$ cat src/apoc_pkg.sv
// ----------------------------------------------------------------------------
// apoc_pkg
// Shared types, widths and the overlap test for the box pair overlap counter.
// ----------------------------------------------------------------------------
package apoc_pkg;

    localparam int COORD_W = 32;
    localparam int PAIR_W  = 15;
    localparam int COUNT_W = 9;

    localparam logic [PAIR_W-1:0]  PAIR_MAX  = 15'h7fff;
    localparam logic [COUNT_W-1:0] COUNT_MAX = 9'h1ff;

    // one box as six signed q16.16 bounds
    typedef struct packed {
        logic signed [COORD_W-1:0] min_x;
        logic signed [COORD_W-1:0] min_y;
        logic signed [COORD_W-1:0] min_z;
        logic signed [COORD_W-1:0] max_x;
        logic signed [COORD_W-1:0] max_y;
        logic signed [COORD_W-1:0] max_z;
    } box_t;

    // control flags that travel with a box down the chain
    typedef struct packed {
        logic               valid;   // slot holds a box
        logic               drop;    // store was full, box takes no part
        logic               placed;  // box already settled into a cell
        logic               last;    // final box of the set
        logic               ovf;     // set overflow, valid with last
        logic [COUNT_W-1:0] boxes;   // boxes in the set, valid with last
    } tok_t;

    // inclusive overlap on all three axes
    function automatic logic boxes_overlap(input box_t a, input box_t b);
        logic ox;
        logic oy;
        logic oz;
        ox = (a.max_x >= b.min_x) && (b.max_x >= a.min_x);
        oy = (a.max_y >= b.min_y) && (b.max_y >= a.min_y);
        oz = (a.max_z >= b.min_z) && (b.max_z >= a.min_z);
        return ox && oy && oz;
    endfunction

endpackage

$ cat src/apoc_exit.sv
// ----------------------------------------------------------------------------
// apoc_exit
// Adds each box's hit count into the saturating pair total as it leaves the
// chain and posts the result beat when the final box of a set comes out.
// ----------------------------------------------------------------------------
module apoc_exit #(
    parameter int HIT_W = 9
) (
    input  logic                           clk,
    input  logic                           rst_n,
    input  apoc_pkg::tok_t                 tok_in,
    input  logic [HIT_W-1:0]               hits_in,
    output logic                           done,
    output logic [apoc_pkg::PAIR_W-1:0]    pair_count,
    output logic [apoc_pkg::COUNT_W-1:0]   boxes_counted,
    output logic                           overflow
);
    import apoc_pkg::*;

    localparam int SUM_W = ((HIT_W > PAIR_W) ? HIT_W : PAIR_W) + 1;

    logic [PAIR_W-1:0]  total_reg;
    logic [PAIR_W-1:0]  total_next;
    logic               done_reg;
    logic               done_next;
    logic [PAIR_W-1:0]  pair_reg;
    logic [COUNT_W-1:0] boxes_reg;
    logic               ovf_reg;

    logic [SUM_W-1:0]   sum;
    logic [PAIR_W-1:0]  sat;

    // saturating accumulate
    always_comb
    begin
        sum = SUM_W'(total_reg) + SUM_W'(hits_in);
        sat = (sum > SUM_W'(PAIR_MAX)) ? PAIR_MAX : sum[PAIR_W-1:0];

        total_next = total_reg;
        done_next  = 1'b0;
        if (tok_in.valid)
        begin
            total_next = tok_in.last ? '0 : sat;
            done_next  = tok_in.last;
        end
    end

    // control registers
    always_ff @(posedge clk or negedge rst_n)
    begin
        if (!rst_n)
        begin
            total_reg <= '0;
            done_reg  <= 1'b0;
        end
        else
        begin
            total_reg <= total_next;
            done_reg  <= done_next;
        end
    end

    // result payload
    always_ff @(posedge clk)
    begin
        if (done_next)
        begin
            pair_reg  <= sat;
            boxes_reg <= tok_in.boxes;
            ovf_reg   <= tok_in.ovf;
        end
    end

    assign done          = done_reg;
    assign pair_count    = pair_reg;
    assign boxes_counted = boxes_reg;
    assign overflow      = ovf_reg;

endmodule

$ cat config.mk
export PLATFORM = sky130hd
export DESIGN_NAME = apoc_exit
export DESIGN_NICKNAME = d
export VERILOG_FILES = /design/src/apoc_pkg.sv /design/src/apoc_exit.sv
export SDC_FILE = /design/constraint.sdc
export NUM_CORES = 1
export LEC_CHECK = 0
export BUFFER_PORTS_ARGS = -buffer_cell sky130_fd_sc_hd__buf_4
export CORE_MARGIN = 2
export CORE_UTILIZATION = 53
export CTS_CLUSTER_DIAMETER = 50
export DETAILED_ROUTE_END_ITERATION = 12
export PLACE_DENSITY = 0.79
export SYNTH_ARGS = -nofsm -noshare
export SYNTH_HDL_FRONTEND = slang
export SYNTH_SLANG_ARGS = --single-unit
$ cat constraint.sdc
create_clock -name clk -period 2.8 [get_ports clk]
set_clock_uncertainty 0.1 [all_clocks]
set_input_delay 0.42 -clock clk [delete_from_list [all_inputs] [get_ports clk]]
set_output_delay 0.42 -clock clk [all_outputs]
set_load 0.01 [all_outputs]
=== After elaboration in Yosys (flattened, before gate mapping) ===
Index checks and enable logic that the tools add are counted.

* Register bits: 41
* Logic and storage cells: 10

* Magnitude comparators: 1
* $add $sub $neg: 1
* Multiplexer cells: 3

{| class="wikitable"
|+ Operator list
! operator !! number
|-
| $mux W15 || 2
|-
| $add A15 B9 Y16 || 1
|-
| $gt A16 B15 Y1 const B || 1
|-
| $mux W1 || 1
|}

=== Depth between registers and ports, before layout ===
* Depth after elaboration: 4
* Depth in mapped cells: 9
* Depth with buffers taken out: 7

=== Worst setup path before layout ===
Ideal clock, no wire load.

* Path kind: input port to flip-flop
* Start: input hits_in[0]
* End: register pair_reg[8] (netlist: pair_count[8]) (data pin)
* Setup slack: 0.325 ns
* Stages: 7
* Buffers on the path: 0
* Setup time: 0.258 ns
* Data required time: 2.442 ns
* Data arrival time: 2.117 ns
* Cells stage by stage: ha_1 fa_1 a211o_1 nor3b_4 or3_1 xnor2_1 nand2_1

* Longest elaborated chain between the ends: 3

{| class="wikitable"
|+ Ends and longest elaborated chain
! element !! RTL line !! text
|-
| start: declaration || apoc_exit.sv:12 || <nowiki>input logic [HIT_W-1:0] hits_in,</nowiki>
|-
| $add A15 B9 Y16 * || apoc_exit.sv:36 || <nowiki>sum = SUM_W'(total_reg) + SUM_W'(hits_in);</nowiki>
|-
| $gt A16 B15 Y1 || apoc_exit.sv:37 || <nowiki>sat = (sum > SUM_W'(PAIR_MAX)) ? PAIR_MAX : sum[PAIR_W-1:0];</nowiki>
|-
| $mux W15 * || apoc_exit.sv:37 ||
|-
| named net sat[8] || apoc_exit.sv:31 || <nowiki>logic [PAIR_W-1:0] sat;</nowiki>
|-
| end signal: assignment || apoc_exit.sv:68 || <nowiki>pair_reg <= sat;</nowiki>
|-
| end: declaration || apoc_exit.sv:26 || <nowiki>logic [PAIR_W-1:0] pair_reg;</nowiki>
|}

Mark *: on every way through the listed nets, which the timed path passes. The rest lies on a longest branch.
A chain may end at the register's enable or synchronous reset.

=== Worst setup path after layout ===
* Start: register total_reg[0]
* End: register pair_reg[8] (netlist: pair_count[8]) (data pin)

* Longest elaborated chain between the ends: 3

{| class="wikitable"
|+ Ends and longest elaborated chain
! element !! RTL line !! text
|-
| start: declaration || apoc_exit.sv:22 || <nowiki>logic [PAIR_W-1:0] total_reg;</nowiki>
|-
| start signal: assignment || apoc_exit.sv:58 || <nowiki>total_reg <= total_next;</nowiki>
|-
| $add A15 B9 Y16 * || apoc_exit.sv:36 ||
|-
| $gt A16 B15 Y1 || apoc_exit.sv:37 ||
|-
| $mux W15 * || apoc_exit.sv:37 ||
|-
| named net sat[8] || apoc_exit.sv:31 ||
|}

Marks and branches as above.

==> results_dict.tcl <==
set metrics [dict create \
    hold_violations 0 \
    synthMuxAreaShare_pct 0.5285 \
    slew_headroom_pct 70.16 \
    synth_top_family_by_area "compound AO/OA/AOI/OAI gates" \
    setup_viol 0 \
    pin_count 51 \
    fin_setup_tns_ns 0 \
    criticalPathCategory "register to register" \
    drv_cap 0 \
    synth_edf_count 25 \
    ir_worst_vdd_mv 0.3752 \
    fillers 306 \
    cts.path.max_buffers 2 \
    antenna_found_initial 0 \
    start_util_pct 54.05 \
    cp_max_fo 5 \
    powerDensity_nw_per_um2 778.0 \
    p_total_uw 2061 \
    yosysTopAreaCell "edfxtp_1" \
    period_minus_slack_ns 2.573 \
    crit_path_start_kind "register" \
    grt-ovfl-total 0 \
    place.port_buffers 48 \
    dp_hpwl_um 3064 \
    clk_pin_slew_ns 0.08 \
    crit_path_end "pair_count[8]" \
    drcViolationCount 0 \
    rsz0062_at_grt "no" \
    cp.arrival_ns 2.52 \
    cts_tree "built" \
    syn_avg_cell_area_um2 11.39 \
    cts_setup_buffers 0 \
    netlist_top_cells_area "edfxtp_1, dfrtp_1, ha_1" \
    r2r_end "pair_count[8]" \
    wl_per_cell_um 14.93 \
    syn-cell-area_um2 2131 \
    synth_xor_area_share_pct 3.699 \
    htreeDepth 2 \
    grt.total_usage_pct 21.16 \
    cts_buffers 5 \
    synth_compound_gate_area_share_pct 17.67 \
    hold_path_class "input pin to register" \
    fp.dieH_um 67.41 \
    yosysUniqueCellTypes 46 \
    synth_top_area_share_pct 35.23 \
    place_congestion 0.8455 \
    grt_pass1_wl_um 7010 \
    synth_simple_gate_area_share_pct 13.15 \
    fin_ws_ns 0.2272 \
    grt_pass1_vias 1485 \
    n_antenna_cell 0 \
    synthCells 187 \
    firstDrtPassIters 4 \
    routed_wl_um 4284 \
    synth_ff_type "edfxtp_1" \
    final_layout_size_suffix_gt1_share_pct 29.11 \
    status "completed" \
    min_path_cells 1 \
    r2r_start "total_reg[0]" \
    fp-row-count 23 \
    syn_to_final_growth_pct 24.31 \
    yosys_warnings 0 \
    die_w_um 67.41 \
    grt_max_degree 30 \
    clock_sinks 41 \
    finalMaxSlewViolations 0 \
    drt_iter0_drc 135 \
    synth-adder-area-share_pct 6.224 \
    via_per_inst 5.645 \
    syn_nets 222 \
    p_leak_uw 0.001157 \
    via_count 1620 \
    tightestPinTransition_ns 0.4430 \
    final_cell_mix "buf_4, edfxtp_1, nand2_1, dfrtp_1, o21ai_0" \
    startpoint "total_reg[0]" \
    synthArstFlopShare_pct 39.02 \
    fin_cells 287 \
    synth-seq-cells 41 \
    dp_cells 278 \
    worstSetupEndpointType "register" \
    final_common_cell "buf_4" \
    root_buffer "clkbuf_8" \
    post-place-ws_ns 0.07999 \
    clock_latency_ns 0.30 \
    ant_nets 0 \
    r2r_setup_slack_ns 0.23 \
    final_nets 271 \
    fmax_ghz 0.3887 \
    ys_seq_area_share_pct 54.02 \
    required_ns 2.75 \
    hold_start "tok_in[9]" \
    core_region_area_um2 3943 \
    die-area_um2 4543 \
    r2r_cells 7 \
    finalCritPeriodShare_pct 91.89 \
]
[worst min path at each step]
stage	slack (ns)	endpoint
6_report	0.19	overflow
4_1_cts	0.19	boxes_counted[0]
5_1_grt	0.18	overflow
3_3_place_gp	0.20	done
2_1_floorplan	0.02	done
3_5_place_dp	0.20	done
[cell type report]
class / count / area [µm²] / area share [%]
Multi-Input combinational cell: 127 / 879.6 / 33.21
Clock inverter: 2 / 37.54 / 1.417
Tap cell: 50 / 62.56 / 2.362
Sequential cell: 41 / 1151 / 43.46
Clock buffer: 6 / 82.58 / 3.118
Timing Repair Buffer: 51 / 397.9 / 15.02
Inverter: 10 / 37.54 / 1.417
[cells in the mapped netlist (all sizes together) (2+ instances only)]
cell type  number
nor2            8
xnor2           4
o221ai          3
edfxtp         25
clkbuf          4
ha              9
nor2b           2
a211oi          6
o22ai           2
inv            10
a21oi          12
nand2b          2
and3            2
a31oi           8
nor3            5
xor2            5
buf             5
nand3b          2
and4            3
or2             2
a21o            3
nand3           6
o211ai          2
o21ai          12
dfrtp          16
nand2          18
[power by group]
part           internal [µW]  switching [µW]
clock network            290             210
logic                    336             409
registers                764            51.4
total                   1390             671
[cell families (layout without fill, tap and decap cells)]
| group | count (synthesis) | in the layout |
|---|---|---|
| compound gates | 54 | 54 |
| simple gates | 53 | 53 |
| flops | 41 | 41 |
| buf+inv | 19 | 69 |
| fa+ha+maj | 10 | 10 |
| xor+xnor | 9 | 9 |
| mux | 1 | 1 |
[per-stage QoR]
step	area [µm²]	hold slack (ns)	util [%]
5_1_grt	2649	0.1798	67.18
6_report	2649	0.1949	67.18
3_5_place_dp	2519	0.1962	63.88
3_3_place_gp	2519	0.1960	63.88
2_1_floorplan	2131	0.02441	-
4_1_cts	2649	0.1890	67.18
[worst max-delay path, cell delays in order (launching register included)]
cell and delay [ns]:
dfrtp_1 0.39, ha_1 0.24, fa_1 0.44, a211o_1 0.33, nor3b_4 0.17, or3_1 0.38, xnor2_1 0.19, nand2_1 0.07
[per-layer routing]
metal | global-route usage (%) | share of wire [%] | wire length (µm)
met1 | 28.87 | 44 | 1901
met2 | 33.29 | 48 | 2054
met3 | 4.667 | 6.0 | 257
met4 | 7.653 | 1.7 | 72
met5 | 0 | 0 | 0
[what timing repair did]
action                                 in CTS  in global routing
gates resized for setup                     0                  0
endpoints found under the hold margin      16                  0
hold buffers                                1                  0
Note: power is estimated with default switching activity, not from simulation.
