### src/apoc_pkg.sv
// ----------------------------------------------------------------------------
// apoc_pkg
// Shared types, widths and the overlap test for the box pair overlap counter.
// ----------------------------------------------------------------------------
package apoc_pkg;

    localparam int COORD_W = 32;
    localparam int PAIR_W  = 15;
    localparam int COUNT_W = 9;

    localparam logic [PAIR_W-1:0]  PAIR_MAX  = 15'h7fff;
    localparam logic [COUNT_W-1:0] COUNT_MAX = 9'h1ff;

    // one box as six signed q16.16 bounds
    typedef struct packed {
        logic signed [COORD_W-1:0] min_x;
        logic signed [COORD_W-1:0] min_y;
        logic signed [COORD_W-1:0] min_z;
        logic signed [COORD_W-1:0] max_x;
        logic signed [COORD_W-1:0] max_y;
        logic signed [COORD_W-1:0] max_z;
    } box_t;

    // control flags that travel with a box down the chain
    typedef struct packed {
        logic               valid;   // slot holds a box
        logic               drop;    // store was full, box takes no part
        logic               placed;  // box already settled into a cell
        logic               last;    // final box of the set
        logic               ovf;     // set overflow, valid with last
        logic [COUNT_W-1:0] boxes;   // boxes in the set, valid with last
    } tok_t;

    // inclusive overlap on all three axes
    function automatic logic boxes_overlap(input box_t a, input box_t b);
        logic ox;
        logic oy;
        logic oz;
        ox = (a.max_x >= b.min_x) && (b.max_x >= a.min_x);
        oy = (a.max_y >= b.min_y) && (b.max_y >= a.min_y);
        oz = (a.max_z >= b.min_z) && (b.max_z >= a.min_z);
        return ox && oy && oz;
    endfunction

endpackage

### src/apoc_entry.sv
// ----------------------------------------------------------------------------
// apoc_entry
// Counts boxes of the current set, flags boxes past capacity and launches
// each accepted beat into the head of the cell chain.
// ----------------------------------------------------------------------------
module apoc_entry #(
    parameter int MAX_BOXES = 256
) (
    input  logic            clk,
    input  logic            rst_n,
    input  logic            accept,
    input  apoc_pkg::box_t  box_in,
    input  logic            last_in,
    output apoc_pkg::tok_t  tok_out,
    output apoc_pkg::box_t  box_out
);
    import apoc_pkg::*;

    localparam int CNT_W = $clog2(MAX_BOXES + 1);

    logic [CNT_W-1:0] count_reg;
    logic [CNT_W-1:0] count_next;
    logic             ovf_reg;
    logic             ovf_next;
    tok_t             tok_reg;
    tok_t             tok_next;
    box_t             box_reg;

    logic             full;
    logic [CNT_W-1:0] stored_after;
    logic [31:0]      after_ext;
    logic             ovf_after;

    // fill state of the current set
    always_comb
    begin
        full         = (count_reg == CNT_W'(MAX_BOXES));
        stored_after = full ? count_reg : count_reg + CNT_W'(1);
        after_ext    = 32'(stored_after);
        ovf_after    = ovf_reg | full;

        count_next = count_reg;
        ovf_next   = ovf_reg;
        if (accept)
        begin
            count_next = last_in ? '0 : stored_after;
            ovf_next   = last_in ? 1'b0 : ovf_after;
        end

        tok_next        = '0;
        tok_next.valid  = accept;
        tok_next.drop   = full;
        tok_next.placed = 1'b0;
        tok_next.last   = last_in;
        tok_next.ovf    = ovf_after;
        tok_next.boxes  = (after_ext > 32'(COUNT_MAX)) ? COUNT_MAX : after_ext[COUNT_W-1:0];
    end

    // control registers
    always_ff @(posedge clk or negedge rst_n)
    begin
        if (!rst_n)
        begin
            count_reg <= '0;
            ovf_reg   <= 1'b0;
            tok_reg   <= '0;
        end
        else
        begin
            count_reg <= count_next;
            ovf_reg   <= ovf_next;
            tok_reg   <= tok_next;
        end
    end

    // box payload
    always_ff @(posedge clk)
    begin
        if (accept)
        begin
            box_reg <= box_in;
        end
    end

    assign tok_out = tok_reg;
    assign box_out = box_reg;

endmodule

### config.mk
export PLATFORM = sky130hd
export DESIGN_NAME = apoc_entry
export DESIGN_NICKNAME = d
export VERILOG_FILES = /design/src/apoc_pkg.sv /design/src/apoc_entry.sv
export SDC_FILE = /design/constraint.sdc
export NUM_CORES = 1
export LEC_CHECK = 0
export BUFFER_PORTS_ARGS = -buffer_cell sky130_fd_sc_hd__buf_2
export CORE_AREA = 4 4 156 158
export DETAILED_ROUTE_END_ITERATION = 8
export DIE_AREA = 0 0 160 162
export HOLD_SLACK_MARGIN = 0.08
export SLEW_MARGIN = 5
export SYNTH_ARGS = -nofsm -noshare
export SYNTH_HDL_FRONTEND = slang
export SYNTH_SLANG_ARGS = --single-unit
export TNS_END_PERCENT = 50
### constraint.sdc
create_clock -name clk -period 2 [get_ports clk]
set_clock_uncertainty 0.1 [all_clocks]
set_input_delay 0.4 -clock clk [delete_from_list [all_inputs] [get_ports clk]]
set_output_delay 0.4 -clock clk [all_outputs]
set_load 0.05 [all_outputs]
# --- After elaboration in Yosys (flattened, before gate mapping) ---
# Cells that the tools add are included.
classes:
  addsub: 1
  n_mux: 3
  eq_ne: 1
  n_bitwise: 1
op_table:
  columns: ["operator", "count"]
  rows:
  - ["$mux 9", 2]
  - ["$add 9x1->9 const B", 1]
  - ["$eq 9x9->1 const B", 1]
  - ["$mux 1", 1]
  - ["$or 1x1->1", 1]
word_totals:
  in_bits: 196
  register_bits: 215

# --- Longest topological paths before layout ---
# Gate-level depths: netlist (run 1).
depth:
  word_depth: 3
  depth_mapped: 7

# --- Worst setup path before layout (run 1) ---
# Ideal clock, no wire load.
synth_path:
  kind: "reg-to-reg"
  startpoint: "register count_reg[0]"
  endpoint: "register count_reg[1]"
  setup_slack_ns: 0.301
  path_stages_with_launch: 7
  t_arrival_ns: 1.478
  setup_ns: 0.122
  synth_period_minus_slack_ns: 1.699
  path_buffers: 1
  cell_sequence: "dfrtp_1 buf_4 inv_1 ha_1 nor4bb_1 nand2_1 a32o_1"
synth_via:
  elab_chain_len: 3
  elab_cells_between_ends: 4
  classes_between: "1 x add/sub; 1 x eq/ne; 2 x mux"
synth_rtl:
  columns: ["item", "line_no", "source"]
  rows:
  - ["from (decl)", "apoc_entry.sv:21", "logic [CNT_W-1:0] count_reg;"]
  - ["from (signal assigned)", "apoc_entry.sv:70", "count_reg <= count_next;"]
  - ["$add 9x1->9 or $eq 9x9->1 (tied branches)", "apoc_entry.sv:38, apoc_entry.sv:37", null]
  - ["$mux 9 *", "apoc_entry.sv:38", "stored_after = full ? count_reg : count_reg + CNT_W'(1);"]
  - ["$mux 9 *", "apoc_entry.sv:46", "count_next = last_in ? '0 : stored_after;"]
# Mark *: on every way between the ends. The rest lies on a longest branch, timed or not.
# A chain may end at the register's enable or synchronous reset.

# --- Worst setup path in the final report (run 1) ---
layout_path:
  startpoint: "register count_reg[1]"
  endpoint: "register count_reg[1]"
# The elaborated chain is that of the path after synthesis.

==> results of run 1 <==
-- metal layers --
metal | vias up | global-route usage (%) | part of all wire, %
li1 | 2372 | - | -
met1 | 2534 | 19.5 | 37
met2 | 244 | 30.0 | 52
met3 | 55 | 4.95 | 7.8
met4 | 2 | 6.02 | 3.3
met5 | - | 0 | 0.030
-- critical path, cell delays in order (launching register included) --
cell and delay [ps]:
dfrtp_1 380, inv_1 70, ha_1 170, nor4bb_1 360, nand2_1 230, a32o_1 300
-- cells in the mapped netlist --
cell / count / area share (%)
conb_1: 1 / 0.055
or4_4: 1 / 0.16
o31ai_1: 4 / 0.44
a21oi_1: 1 / 0.073
a22o_1: 1 / 0.13
nor4bb_1: 1 / 0.15
nand4bb_2: 1 / 0.24
nand4_1: 3 / 0.28
buf_2: 3 / 0.22
buf_4: 2 / 0.22
inv_1: 6 / 0.33
edfxtp_1: 192 / 84
nor4_1: 1 / 0.092
o21ai_0: 6 / 0.44
a31oi_1: 2 / 0.18
dfrtp_1: 23 / 8.4
nand2b_1: 2 / 0.18
nor2_1: 3 / 0.16
or4_1: 1 / 0.11
o311ai_0: 3 / 0.39
nor2b_1: 1 / 0.092
a22o_2: 1 / 0.15
nand2_1: 8 / 0.44
and4_2: 1 / 0.15
nand3_1: 3 / 0.22
buf_8: 1 / 0.22
xnor2_1: 7 / 0.90
o211ai_1: 1 / 0.11
ha_1: 2 / 0.37
o31ai_4: 1 / 0.31
a32o_1: 2 / 0.29
-- cell type report --
class,count,area [µm²]
Clock buffer,23,576
Clock inverter,19,218
Fill cell,1894,11100
Inverter,6,22.5
Multi-Input combinational cell,58,417
Sequential cell,215,6340
Tap cell,290,363
Timing Repair Buffer,604,4050
-- logic make-up after synthesis --
kind of cell	synth area share [%]
buffers and inverters	0.990
AOI/OAI and AO/OA	2.51
other	0.0549
xor gates and xnor gates	0.898
adders and majority gates	0.367
DFF	92.9
and+or+nand+nor	2.27
-- per-stage QoR --
stage / util, % / hold WS (ps) / cells / setup WS, ps
floorplan: - / 4.41 / 285 / 301
global placement: 40.0 / 304 / 979 / 308
detailed placement: 40.0 / 305 / 979 / 305
CTS: 51.9 / 111 / 1215 / 287
global route: 51.9 / 128 / 1215 / 204
finish: 51.9 / 145 / 1215 / 289
-- power breakdown --
| group | switching [W] | internal, W | total (W) | leakage, nW |
|---|---|---|---|---|
| clock network | 0.00173 | 0.00274 | 0.00447 | 0.389 |
| logic | 0.00160 | 0.000650 | 0.00225 | 2.59 |
| registers | 0.000108 | 0.00528 | 0.00538 | 2.19 |
| total | 0.00344 | 0.00867 | 0.0121 | 5.17 |
-- worst max-delay path by stage --
stage | endpoint | slack, ps | cells past startpoint | startpoint
finish | count_reg[1]$_DFFE_PN0P_ | 290 | 5 | count_reg[1]$_DFFE_PN0P_
global route | count_reg[8]$_DFFE_PN0P_ | 200 | 5 | count_reg[0]$_DFFE_PN0P_
CTS | box_out[28] | 290 | 1 | box_out[28]$_DFFE_PP_
detailed placement | count_reg[1]$_DFFE_PN0P_ | 300 | 5 | count_reg[1]$_DFFE_PN0P_
global placement | count_reg[1]$_DFFE_PN0P_ | 310 | 5 | count_reg[1]$_DFFE_PN0P_
floorplan | count_reg[1]$_DFFE_PN0P_ | 300 | 6 | count_reg[0]$_DFFE_PN0P_
==> impl_metrics.ini, run 1 <==
[sta]
slew-limit-headroom_pct = 66.0
fin_crit_sh_pct = 85.6
max_freq_mhz = 584
finalSetupTns_ps = 0
hold_violations = 0
slew_viol_final = 0
period_needed_ps = 1710
finalSetupViolations = 0
tightest_slew_ps = 510
rsz0062_at_grt = no

[global_route]
globalRouteTotalUtil_pct = 16.9
grt_overflow = 0
grt_pass1_wl_mm = 33.9
grt_pass1_vias = 5740
antenna_found_initial = 1
grt_max_degree = 62

[drt]
drt-total-wl_mm = 23.0
via_count = 5207
drcViolationCount = 0
routed_via_density = 4.29
dr.pass1.iters = 5
ant_nets = 0
wl_per_cell_um = 18.9
dr.first_iter.drc_count = 299

[synth]
syn-num-nets = 483
yosysUniqueCellTypes = 31
syn_area_per_cell_um2 = 23.9
synth_warnings = 0
yosysSeqAreaShare_pct = 92.9
synth_cells = 285
syn-cell-area_um2 = 6830
ys_ff_latch = 215

[floorplan]
start_util_pct = 29.5
die_y_um = 162
coreArea_um2 = 23100
rows = 56
dieWidth_um = 160
die_area_um2 = 25900
io-pin-count = 402

[pwr]
p_leak_nw = 5.17
finalPower_w = 0.0121
vdd_drop_max_mv = 0.590
p_per_area_nw_per_um2 = 1010

[critical_path]
rrSetupSlack_ps = 290
cp.required_ps = 2290
crit_type = reg2reg
crit_fanout = 6
timing.rr.end = count_reg[1]$_DFFE_PN0P_
crit_arrival_ps = 2000
rr_worst_depth = 5
cp-end-kind = flop
cp-start-kind = flop
reg2reg_from = count_reg[1]$_DFFE_PN0P_

[final_layout]
diodes = 0
final_common_cell = buf_2
nets = 1106
largest_reg_flops = 192
final_cell_area_um2 = 12000
final_cell_mix = buf_2 (399), dlygate4sd3_1 (194), edfxtp_1 (192)
syn_to_final_growth_pct = 75.7
drive_above_1_share_pct = 48.6

[clock_network]
root_buffer = clkbuf_16
post_cts_resized = 0
clk_pin_slew_ps = 60
clock_sinks = 215
htreeDepth = 1
insertion_delay_ps = 500
cts_hold_buf = 194
cts_tree = yes
post_cts_buffers = 0
clockBufferDepth = 3
cts_buffers = 23

[placement]
io_buffers = 400
place_hpwl_mm = 15.1
gp_congestion = 0.801
placed_area_um2 = 9250

[worst_hold_path]
hold_end = tok_out[13]$_DFF_PN0_
whs_path_depth = 1
hold_path_class = in2reg
hold_start = accept

[job]
cap_violations = 0

[outcome]
status = completed
Power figures use the tool's default switching activity.
==> run 2, diff against run 1 <==
--- a/config.mk
+++ b/config.mk
@@ -6,9 +6,9 @@
 export NUM_CORES = 1
 export LEC_CHECK = 0
 export BUFFER_PORTS_ARGS = -buffer_cell sky130_fd_sc_hd__buf_2
-export CORE_AREA = 4 4 156 158
+export CORE_AREA = 8 8 151 153
 export DETAILED_ROUTE_END_ITERATION = 8
-export DIE_AREA = 0 0 160 162
+export DIE_AREA = 0 0 159 161
 export HOLD_SLACK_MARGIN = 0.08
 export SLEW_MARGIN = 5
 export SYNTH_ARGS = -nofsm -noshare
==> impl_metrics.ini, run 2 (synthesis results as in run 1) <==
[outcome]
status = completed

[drt]
ant_nets = 0
dr.pass1.iters = 4
via_count = 5264
dr.first_iter.drc_count = 286
routed_via_density = 4.36
wl_per_cell_um = 19.8
drcViolationCount = 0
drt-total-wl_mm = 23.9

[clock_network]
post_cts_buffers = 0
cts_buffers = 24
insertion_delay_ps = 500
cts_tree = yes
clock_sinks = 215
root_buffer = clkbuf_16
htreeDepth = 1
clockBufferDepth = 3
clk_pin_slew_ps = 60

[final_layout]
nets = 1112
multi_input_area_um2 = 432
largest_reg_flops = 192
drive_above_1_share_pct = 49.0
final_common_cell = buf_2
layout.cells.non_filler = 1208
fillers = 1550
final_cell_mix = buf_2 (399), dlygate4sd3_1 (195), edfxtp_1 (192)
syn_to_final_growth_pct = 77.0
regArea_um2 = 6340

[global_route]
grt.met3_usage_pct = 5.80
grt_pass1_wl_mm = 36.0
grt_max_degree = 46
grt_use_met1_pct = 19.3
globalRouteTotalUtil_pct = 17.9
gr-usage-met2_pct = 32.8
grt_overflow = 0
gr-max-usage-layer = met2
grt_pass1_vias = 5967
antenna_found_initial = 1

[sta]
max_freq_mhz = 563
whs_ps = 317
period_needed_ps = 1780
slew-limit-headroom_pct = 64.4
finalSetupTns_ps = 0
fin_crit_sh_pct = 88.9
hold_violations = 0
rsz0062_at_grt = no
finalSetupViolations = 0
slew_viol_final = 0
tightest_slew_ps = 533

[floorplan]
dieWidth_um = 159
die_y_um = 161
die_area_um2 = 25600
coreArea_um2 = 20600
rows = 53
start_util_pct = 33.2
io-pin-count = 402

[critical_path]
endpoint = count_reg[1]$_DFFE_PN0P_
cp-end-kind = flop
timing.rr.end = count_reg[1]$_DFFE_PN0P_
cp-start-kind = flop
rrSetupSlack_ps = 220
crit_arrival_ps = 2060
reg2reg_from = count_reg[1]$_DFFE_PN0P_
rr_worst_depth = 5
crit_fanout = 7
cp.required_ps = 2290
crit_type = reg2reg
worstSetupStartpoint = count_reg[1]$_DFFE_PN0P_

[placement]
gp_congestion = 0.877
io_buffers = 400
place_hpwl_mm = 16.7
dp.cells = 968

[pwr]
p_per_area_nw_per_um2 = 1010
p_leak_nw = 5.21
vdd_drop_max_mv = 0.689

[job]
cap_violations = 0

[worst_hold_path]
hold_path_class = in2async
-- run 2: timing repair --
item / 4_1_cts / 5_1_grt
hold buffers: 195 / 0
gates resized for setup: 0 / 2
setup endpoints to repair: 0 / 5
hold endpoints to repair: 217 / 0
-- run 2: area by class of cell --
class                           instances  share of cell area (%)
Antenna cell                            1                  0.0207
Clock inverter                         15                    1.51
Timing Repair Buffer                  609                    34.1
Clock buffer                           29                    5.30
Tap cell                              275                    2.85
Inverter                                6                   0.186
Sequential cell                       215                    52.5
Multi-Input combinational cell         58                    3.57
-- run 2: power breakdown --
part | internal, W | switching, W | leakage (nW)
registers | 0.00528 | 0.000114 | 2.19
clock network | 0.00280 | 0.00172 | 0.394
logic | 0.000662 | 0.00161 | 2.63
total | 0.00874 | 0.00344 | 5.21
-- run 2: routing by layer --
| metal | share of wire [%] | wire length [µm] |
|---|---|---|
| met4 | 2.6 | 633 |
| met2 | 53 | 12600 |
| met5 | 0 | 0 |
| met3 | 8.4 | 2010 |
| met1 | 36 | 8690 |
-- run 2: stage by stage --
step                cell area, µm²  worst slack [ps]  utilization, %  power, W
floorplan                     6830               301               -   0.00673
global placement              9290               251            45.2   0.00740
detailed placement            9290               106            45.2   0.00743
CTS                          12100               104            58.7    0.0123
global route                 12100              63.8            58.8    0.0126
finish                       12100               222            58.8    0.0122
-- run 2: worst min-delay path by stage --
| stage | startpoint | end | slack [ps] | cells after the start |
|---|---|---|---|---|
| 3_3_place_gp | rst_n | tok_out[10]$_DFF_PN0_ | 300 | 1 |
| 4_1_cts | rst_n | tok_out[10]$_DFF_PN0_ | 300 | 2 |
| 2_1_floorplan | rst_n | count_reg[0]$_DFFE_PN0P_ | 4 | 0 |
| 6_report | rst_n | tok_out[9]$_DFF_PN0_ | 320 | 2 |
| 5_1_grt | rst_n | tok_out[10]$_DFF_PN0_ | 350 | 2 |
| 3_5_place_dp | rst_n | tok_out[10]$_DFF_PN0_ | 310 | 1 |
-- run 2: critical path: stages (launching register included) --
cell and delay, ps:
dfrtp_1 450, inv_1 110, ha_1 200, nor4bb_4 330, nand2_1 180, a32o_1 290
