**src/apoc_pkg.sv**
```systemverilog
// ----------------------------------------------------------------------------
// apoc_pkg
// Shared types, widths and the overlap test for the box pair overlap counter.
// ----------------------------------------------------------------------------
package apoc_pkg;

    localparam int COORD_W = 32;
    localparam int PAIR_W  = 15;
    localparam int COUNT_W = 9;

    localparam logic [PAIR_W-1:0]  PAIR_MAX  = 15'h7fff;
    localparam logic [COUNT_W-1:0] COUNT_MAX = 9'h1ff;

    // one box as six signed q16.16 bounds
    typedef struct packed {
        logic signed [COORD_W-1:0] min_x;
        logic signed [COORD_W-1:0] min_y;
        logic signed [COORD_W-1:0] min_z;
        logic signed [COORD_W-1:0] max_x;
        logic signed [COORD_W-1:0] max_y;
        logic signed [COORD_W-1:0] max_z;
    } box_t;

    // control flags that travel with a box down the chain
    typedef struct packed {
        logic               valid;   // slot holds a box
        logic               drop;    // store was full, box takes no part
        logic               placed;  // box already settled into a cell
        logic               last;    // final box of the set
        logic               ovf;     // set overflow, valid with last
        logic [COUNT_W-1:0] boxes;   // boxes in the set, valid with last
    } tok_t;

    // inclusive overlap on all three axes
    function automatic logic boxes_overlap(input box_t a, input box_t b);
        logic ox;
        logic oy;
        logic oz;
        ox = (a.max_x >= b.min_x) && (b.max_x >= a.min_x);
        oy = (a.max_y >= b.min_y) && (b.max_y >= a.min_y);
        oz = (a.max_z >= b.min_z) && (b.max_z >= a.min_z);
        return ox && oy && oz;
    endfunction

endpackage

```
**src/apoc_cell.sv**
```systemverilog
// ----------------------------------------------------------------------------
// apoc_cell
// One stage of the chain: holds one stored box, tests each passing box
// against it, and takes in a passing box not yet placed when the cell is empty.
// ----------------------------------------------------------------------------
module apoc_cell #(
    parameter int HIT_W = 9
) (
    input  logic             clk,
    input  logic             rst_n,
    input  apoc_pkg::tok_t   tok_in,
    input  apoc_pkg::box_t   box_in,
    input  logic [HIT_W-1:0] hits_in,
    output apoc_pkg::tok_t   tok_out,
    output apoc_pkg::box_t   box_out,
    output logic [HIT_W-1:0] hits_out
);
    import apoc_pkg::*;

    logic             valid_reg;
    logic             valid_next;
    box_t             stored_reg;
    tok_t             tok_reg;
    tok_t             tok_next;
    box_t             box_reg;
    logic [HIT_W-1:0] hits_reg;
    logic [HIT_W-1:0] hits_next;

    logic live;
    logic hit;
    logic store;

    // compare against the held box or settle into this cell
    always_comb
    begin
        live  = tok_in.valid && !tok_in.drop;
        hit   = live && valid_reg && boxes_overlap(stored_reg, box_in);
        store = live && !valid_reg && !tok_in.placed;

        valid_next = valid_reg | store;
        // the final box of a set empties the cell behind it
        if (tok_in.valid && tok_in.last)
        begin
            valid_next = 1'b0;
        end

        tok_next        = tok_in;
        tok_next.placed = tok_in.placed | store;
        hits_next       = hits_in + HIT_W'(hit);
    end

    // control registers
    always_ff @(posedge clk or negedge rst_n)
    begin
        if (!rst_n)
        begin
            valid_reg <= 1'b0;
            tok_reg   <= '0;
        end
        else
        begin
            valid_reg <= valid_next;
            tok_reg   <= tok_next;
        end
    end

    // payload registers
    always_ff @(posedge clk)
    begin
        if (store)
        begin
            stored_reg <= box_in;
        end
        box_reg  <= box_in;
        hits_reg <= hits_next;
    end

    assign tok_out  = tok_reg;
    assign box_out  = box_reg;
    assign hits_out = hits_reg;

endmodule

```
**config.mk**
```make
export PLATFORM = sky130hd
export DESIGN_NAME = apoc_cell
export DESIGN_NICKNAME = d
export VERILOG_FILES = /design/src/apoc_pkg.sv /design/src/apoc_cell.sv
export SDC_FILE = /design/constraint.sdc
export NUM_CORES = 1
export LEC_CHECK = 0
export ABC_AREA = 1
export BUFFER_PORTS_ARGS = -buffer_cell sky130_fd_sc_hd__buf_2
export CAP_MARGIN = 20
export CORE_ASPECT_RATIO = 0.75
export CORE_MARGIN = 8
export CORE_UTILIZATION = 52
export CTS_CLUSTER_SIZE = 25
export DETAILED_ROUTE_END_ITERATION = 10
export PLACE_DENSITY = 0.82
export SLEW_MARGIN = 20
export SYNTH_ARGS = -nofsm -noshare
export SYNTH_HDL_FRONTEND = slang
export SYNTH_SLANG_ARGS = --single-unit
```
**constraint.sdc**
```tcl
create_clock -name clk -period 11.4 [get_ports clk]
set_input_delay 2.28 -clock clk [delete_from_list [all_inputs] [get_ports clk]]
set_output_delay 2.28 -clock clk [all_outputs]
set_load 0.1 [all_outputs]
```
# After elaboration in Yosys (flattened, before gate mapping)
# Index checks and enable logic that the tools add are counted.
# word_totals
mem_count,0
regBits,408
in_bits,217
latch_bits,0
ram_bits,0
output_inout_bits,215
romBits,0
# op_classes
n_addsub,1
eq_ne,0
n_shift,0
mul,0
order_cmp,6
n_mux,1
bitwise_logic,2
div,0
reduce_logical,14
# ops
cell,count
32-bit >= comparator,6
1-bit logical AND,11
9-bit by 1-bit adder with 9-bit output,1
1-bit logical NOT,3
1-bit OR,2
1-bit two-way mux,1

# Logic depth before layout (Yosys ltp)
# Gate-level depths: netlist of the first run.
# logic_depth
depth_word,6
mapped_depth,25

# Least setup slack after synthesis of the first run
# Ideal clock, no wire load.
# synth_path
path_type,input to register
startpoint,input port tok_in[12] in the netlist's numbering
endpoint,"register stored_reg[0] in the netlist's numbering, enable pin"
slack_ps,250
arrival_ps,10403
path_stages,3
required_time_ps,10652
setup_ps,748
path_cell_list,inv_1 > nand3_1 > nor2_1
# synth_via
elab_chain_cells,4
# synth_lines
element,line,rtl
"start, declared",apoc_cell.sv:11,"input apoc_pkg::tok_t tok_in,"
1-bit logical NOT,apoc_cell.sv:36,live = tok_in.valid && !tok_in.drop;
1-bit logical AND,apoc_cell.sv:36,
1-bit logical AND (2 in a row),apoc_cell.sv:38,store = live && !valid_reg && !tok_in.placed;
via store,apoc_cell.sv:31,logic store;
"end signal, assigned",apoc_cell.sv:72,stored_reg <= box_in;
"end, declared",apoc_cell.sv:22,box_t stored_reg;
# The timed path passes the listed nets, and every way through them passes these cells.
# A chain may end at the register's enable or synchronous reset.

# Final worst setup path of the first run
# layout_path
startpoint,input port box_in[141] in the netlist's numbering
endpoint,"register hits_reg[8], in the netlist hits_out[8]"
# layout_via
elab_chain_cells,6
# layout_lines
element,line,rtl
"start, declared",apoc_cell.sv:12,"input apoc_pkg::box_t box_in,"
32-bit >= comparator,apoc_pkg.sv:40,oy = (a.max_y >= b.min_y) && (b.max_y >= a.min_y);
1-bit logical AND,apoc_pkg.sv:40,
1-bit logical AND (2 in a row),apoc_pkg.sv:42,return ox && oy && oz;
1-bit logical AND,apoc_cell.sv:37,"hit = live && valid_reg && boxes_overlap(stored_reg, box_in);"
9-bit by 1-bit adder with 9-bit output,apoc_cell.sv:49,hits_next = hits_in + HIT_W'(hit);
via hits_next[8],apoc_cell.sv:27,logic [HIT_W-1:0] hits_next;
"end signal, assigned",apoc_cell.sv:75,hits_reg <= hits_next;
"end, declared",apoc_cell.sv:26,logic [HIT_W-1:0] hits_reg;
# The timed path passes the listed nets, and every way through them passes these cells.

==> results of run 1 <==
## metrics by stage
| stage | utilization, % | cell area (sq um) | hold slack, ps | instances | total power (W) |
|---|---|---|---|---|---|
| final | 66.9 | 19500 | 506 | 2186 | 0.00347 |
| after detailed placement | 62.3 | 18200 | 486 | 2108 | 0.00221 |
| after CTS | 66.8 | 19500 | 507 | 2179 | 0.00350 |
| after global routing | 66.9 | 19500 | 568 | 2185 | 0.00360 |
| after global placement | 62.3 | 18200 | 488 | 2108 | 0.00219 |
| after floorplan | - | 15500 | 469 | 1282 | 0.00206 |
## Yosys cell counts
library cell,n,area [sq um]
nand4_1,16,100
xnor2_1,2,17.5
nand3_2,2,20.0
a21oi_1,87,435
nand2_1,200,751
dfxtp_1,201,4020
edfxtp_1,192,5770
ha_1,194,2430
dfrtp_1,15,375
o21a_1,12,90.1
inv_2,3,11.3
o21bai_1,5,37.5
nor4_1,1,6.26
o21ai_0,18,90.1
nand3_1,21,105
nand4_2,1,12.5
nor2_1,54,203
nor2_2,5,31.3
inv_1,236,886
nor3b_1,2,15.0
xor2_1,5,43.8
nor3_1,5,25.0
nor3_2,2,20.0
a21o_1,3,22.5
## worst max-delay path by stage
| stage | slack (ps) | cells past startpoint | end | start |
|---|---|---|---|---|
| 3_5_place_dp | 6240 | 21 | hits_out[8]$_DFF_P_ | box_in[141] |
| 3_3_place_gp | 6300 | 21 | hits_out[8]$_DFF_P_ | box_in[141] |
| 2_1_floorplan | 250 | 3 | stored_reg[0]$_DFFE_PP_ | tok_in[12] |
| 6_report | 6740 | 21 | hits_out[8]$_DFF_P_ | box_in[141] |
| 5_1_grt | 6430 | 21 | hits_out[8]$_DFF_P_ | box_in[141] |
| 4_1_cts | 6790 | 21 | hits_out[8]$_DFF_P_ | box_in[141] |
## where the power goes
group	switching, W	total [W]	internal (W)
Combinational	0.000449	0.000559	0.000110
Sequential	0.0000163	0.00162	0.00160
Clock	0.000548	0.00130	0.000750
Total	0.00101	0.00347	0.00246
## metal layers
metal / GRT usage (%) / vias up / share of wire, %
met5: 0 / - / 0.030
met4: 8.00 / 2 / 3.0
met3: 6.28 / 81 / 7.9
met2: 37.7 / 413 / 49
met1: 25.7 / 5027 / 40
li1: - / 5208 / -
## tightest hold or removal path: stages, from the launching register on
cell and delay (ps):
dfrtp_1 340, o21ai_0 80, inv_1 50
## cell families (layout without fill, tap and decap cells)
kind of cell	count (synthesis)	in the layout	synth area share [%]
compound gates	125	125	4.35
other cells	0	7	0
fa+ha+maj	194	194	15.6
simple gates	309	309	8.31
buf+inv	239	744	5.78
flops	408	408	65.5
xor+xnor	7	7	0.395
## final cells by class
type | count | area [sq um]
antenna | 7 | 17.5
clock buffer | 54 | 1180
clock inverter | 17 | 131
fill | 2151 | 9670
inverter | 239 | 897
multi-input combinational | 635 | 4460
sequential | 408 | 10200
tap | 392 | 490
timing repair buffer | 434 | 2180
==> results.ini, run 1 <==
[status]
outcome = finished, final reports clean

[worst_setup_path]
critPathMaxStageDelay_ps = 450
path_cells = buf_2, inv_1, ha_1, nand2_1, nor3_1, nand2_1, nand2_1, nand2_1, nand2_1, nand2_1, nand3_1, nand2_1, inv_2, nand2_1, nor2_1, ha_1, ha_1, nand2_1, nor3b_1, nand3_1, xnor2_1
crit_type = in -> reg
r2r_setup_slack_ps = 8260
crit_arrival_ps = 5070
end_kind = flip-flop
path_max_fanout = 3
reg2reg_depth = 19
r2r-start = stored_reg[45]$_DFFE_PP_
critPathBufInv = 3
slowest_stage = nor3_1
r2r-end = hits_out[8]$_DFF_P_
crit_required_ps = 11810
cp_common_cell = nand2_1
cp-start-kind = input port
cp_top_family = simple AND/OR/NAND/NOR gates

[drt]
dr.first_iter.drc_count = 726
vias_per_cell = 4.91
wire_per_inst_um = 18.3
vias = 10731
wl_mm = 40.1
dr.pass1.iters = 5
ant_nets = 0
drc_errors = 0

[floorplan]
io_pins = 432
num_rows = 54
core_sq_um = 29200
die_w_um = 215
dieArea_sq_um = 35700
initial_core_util_pct = 53.2
fp.dieH_um = 166

[grt]
grt_pass1_vias = 11372
grt_usage_pct = 21.7
overflow = 0
grt_max_degree = 79
grt_pass1_wl_mm = 61.0
antenna_found_initial = 7

[sta]
fin_crit_ps = 4660
max_clock_freq_ghz = 0.215
rsz0062_at_grt = no
setup_violations = 0
fin_crit_sh_pct = 40.9
maxSlewViolCount = 0
slew_headroom_pct = 31.6
worst_slack_ps = 6740
tightest_slew_ps = 1030
tns_ps = 0
finalHoldViolCount = 0
fin_skew_ps = 19.7

[min_path]
hold_path_startpoint = valid_reg$_DFF_PN0_
holdPathEnd = valid_reg$_DFF_PN0_
hold_class = reg -> reg
hold_depth = 2

[synthesis]
synth_cell_types = 24
syn_avg_cell_area_sq_um = 12.1
synth-seq-cells = 408
synth_nets = 1693
synthCells = 1282
syn_area_sq_um = 15500
yosysSeqAreaShare_pct = 65.5
yosysWarnings = 0

[clocking]
post_cts_buffers = 0
h-tree-depth = 2
cts_buffers = 39
cts_sinks = 408
clock_path_buffers = 3
clkSlewWorstSetupHoldPaths_ps = 60
clock_latency_ps = 530
cts_resized = 0
ctsHoldBuffers = 0
cts_tree = yes
cts_root_buffer = clkbuf_16

[power]
ir_worst_vdd_mv = 0.142
power.leakage_nw = 9.64
powerDensity_nw_per_um2 = 178

[place]
dp_hpwl_mm = 31.6
preCtsSetupSlack_ps = 6240
portBuffers = 431
place.gp.congestion = 0.843

[layout]
layout_common_cells = buf_2 (431), inv_1 (236), dfxtp_1 (201)
num-nets-final = 2168
layout-drive-gt1-share_pct = 28.6
final_common_cell = buf_2
area_growth_pct = 25.8

[job]
drv_cap = 0

No activity file was read; power rests on OpenSTA's default activity.
==> run 2: changes to the inputs <==
--- a/config.mk
+++ b/config.mk
@@ -5,7 +5,7 @@
 export SDC_FILE = /design/constraint.sdc
 export NUM_CORES = 1
 export LEC_CHECK = 0
-export ABC_AREA = 1
+export ABC_AREA = 0
 export BUFFER_PORTS_ARGS = -buffer_cell sky130_fd_sc_hd__buf_2
 export CAP_MARGIN = 20
 export CORE_ASPECT_RATIO = 0.75
==> constraint.sdc (replaced) <==
create_clock -name clk -period 4.4 [get_ports clk]
set_input_delay 0.88 -clock clk [delete_from_list [all_inputs] [get_ports clk]]
set_output_delay 0.88 -clock clk [all_outputs]
set_load 0.1 [all_outputs]
==> results.ini, run 2 <==
[status]
outcome = finished, final reports clean

[worst_setup_path]
r2r_setup_slack_ps = 850
critPathMaxStageDelay_ps = 730
crit_required_ps = 4810
path_cells = buf_2, ha_1, a21oi_1, o21a_1, o21ai_1, a2111oi_0, buf_4, a21o_1, nand4b_1, nor4_2, ha_1, ha_1, nand4_1, xnor2_1
cp_common_cell = ha_1
crit_type = in -> reg
crit_arrival_ps = 4060
critPathBufInv = 2
end_kind = flip-flop
r2r-end = hits_out[8]$_DFF_P_
path_max_fanout = 4
r2r-start = stored_reg[115]$_DFFE_PP_
slowest_stage = a2111oi_0
reg2reg_depth = 14
cp_top_family = compound AO/OA/AOI/OAI gates
cp-start-kind = input port

[drt]
vias = 10152
ant_nets = 0
vias_per_cell = 5.03
wire_per_inst_um = 19.4
drc_errors = 0
wl_mm = 39.0
dr.first_iter.drc_count = 546
dr.pass1.iters = 4

[clocking]
cts_buffers = 39
ctsHoldBuffers = 0
clkSlewWorstSetupHoldPaths_ps = 60
clock_path_buffers = 3
cts_sinks = 408
post_cts_buffers = 0
cts_resized = 0
clock_latency_ps = 530
cts_root_buffer = clkbuf_16
h-tree-depth = 2
cts_tree = yes

[grt]
met2_usage_pct = 36.3
overflow = 0
grt_usage_pct = 21.4
grt_busiest_layer = met2
use_met1_pct = 26.6
grt_pass1_vias = 10666
grt_pass1_wl_mm = 58.2
use_met3_pct = 5.95
antenna_found_initial = 3
grt_max_degree = 117

[floorplan]
die_w_um = 214
initial_core_util_pct = 52.6
num_rows = 54
core_sq_um = 29000
fp.dieH_um = 164
dieArea_sq_um = 35100
io_pins = 432

[sta]
tightest_slew_ps = 771
fin_skew_ps = 8.01
rsz0062_at_grt = no
fin_crit_sh_pct = 82.9
tns_ps = 0
worst_slack_ps = 752
maxSlewViolCount = 0
slew_headroom_pct = 47.2
finalHoldViolCount = 0
setup_violations = 0
max_clock_freq_ghz = 0.274
fin_crit_ps = 3650

[place]
portBuffers = 431
dp_hpwl_mm = 30.1
dp_cells = 1944
preCtsSetupSlack_ps = 316
place.gp.congestion = 0.865

[layout]
final_common_cell = buf_2
nFillCells = 2077
regArea_sq_um = 10200
fin_util_pct = 66.3
stdcell_count = 2017
layout_common_cells = buf_2 (431), inv_1 (201), dfxtp_1 (201)
area_growth_pct = 26.0
num-nets-final = 2004
layout-drive-gt1-share_pct = 30.7
multi_input_area_sq_um = 4350

[synthesis]
synth_common_cells = dfxtp_1 (201), inv_1 (201), ha_1 (194)
syn_avg_cell_area_sq_um = 13.7
synth_top_cell_by_area = edfxtp_1
yosysTopAreaCellShare_pct = 37.8
yosysWarnings = 0
synth-seq-cells = 408
synthCells = 1117
async_flop_share_pct = 3.68
synth_ff_type = dfxtp_1
synth_edf_count = 192
syn_area_sq_um = 15300
synth_nets = 1528
synth_cell_types = 49
ys_top_cells_by_area = edfxtp_1 (38%), dfxtp_1 (26%), ha_1 (16%), inv_1 (4.9%), a21oi_1 (2.5%)
yosysSeqAreaShare_pct = 66.6

[power]
powerDensity_nw_per_um2 = 463
ir_worst_vdd_mv = 0.431
power.leakage_nw = 9.20

[min_path]
hold_class = in -> async

[job]
drv_cap = 0

[run 2: kinds of logic (layout without fill, tap and decap cells)]
family,after synthesis,count (layout),synth area share (%)
AO/OA/AOI/OAI,163,163,6.68
XOR/XNOR,7,7,0.402
adder cells (fa/ha/maj),194,194,15.9
buffers and inverters,201,707,4.95
flip-flops,408,408,66.6
multiplexers,1,1,0.0656
other,0,2,0
AND/OR/NAND/NOR,143,143,5.37
[run 2: area by class of cell]
class / count / share of cell area [%]
inverter: 201 / 3.92
sequential: 408 / 52.9
clock buffer: 55 / 5.77
timing repair buffer: 435 / 11.5
clock inverter: 16 / 0.722
multi-input combinational: 508 / 22.6
antenna: 2 / 0.0260
tap: 392 / 2.55
[run 2: how the worst max path moves through the flow]
stage | startpoint | endpoint | slack, ps | depth (start not counted)
after floorplan | tok_in[13] | stored_reg[0]$_DFFE_PP_ | -100 | 3
after global placement | box_in[129] | hits_out[8]$_DFF_P_ | 310 | 14
after detailed placement | box_in[19] | hits_out[8]$_DFF_P_ | 320 | 14
after CTS | box_in[19] | hits_out[8]$_DFF_P_ | 720 | 14
after global routing | box_in[17] | hits_out[4]$_DFF_P_ | 540 | 14
final | box_in[23] | hits_out[8]$_DFF_P_ | 750 | 14
[run 2: power breakdown]
| part | switching [W] | internal [W] |
|---|---|---|
| sequential | 0.0000423 | 0.00414 |
| clock | 0.00140 | 0.00189 |
| combinational | 0.00114 | 0.000288 |
| total | 0.00258 | 0.00632 |
[run 2: per-stage QoR]
stage	instance area [sq um]	hold slack (ps)	total power (W)
final	19200	273	0.00890
after global routing	19200	271	0.00922
after CTS	19200	247	0.00899
after detailed placement	18000	624	0.00569
after global placement	18000	587	0.00566
after floorplan	15300	517	0.00531
[run 2: metal layers]
layer  routed length, um  vias up
met1               15800     4795
met4                 792        4
met3                3160       68
met5                  23        -
li1                    -     4924
met2               19200      361
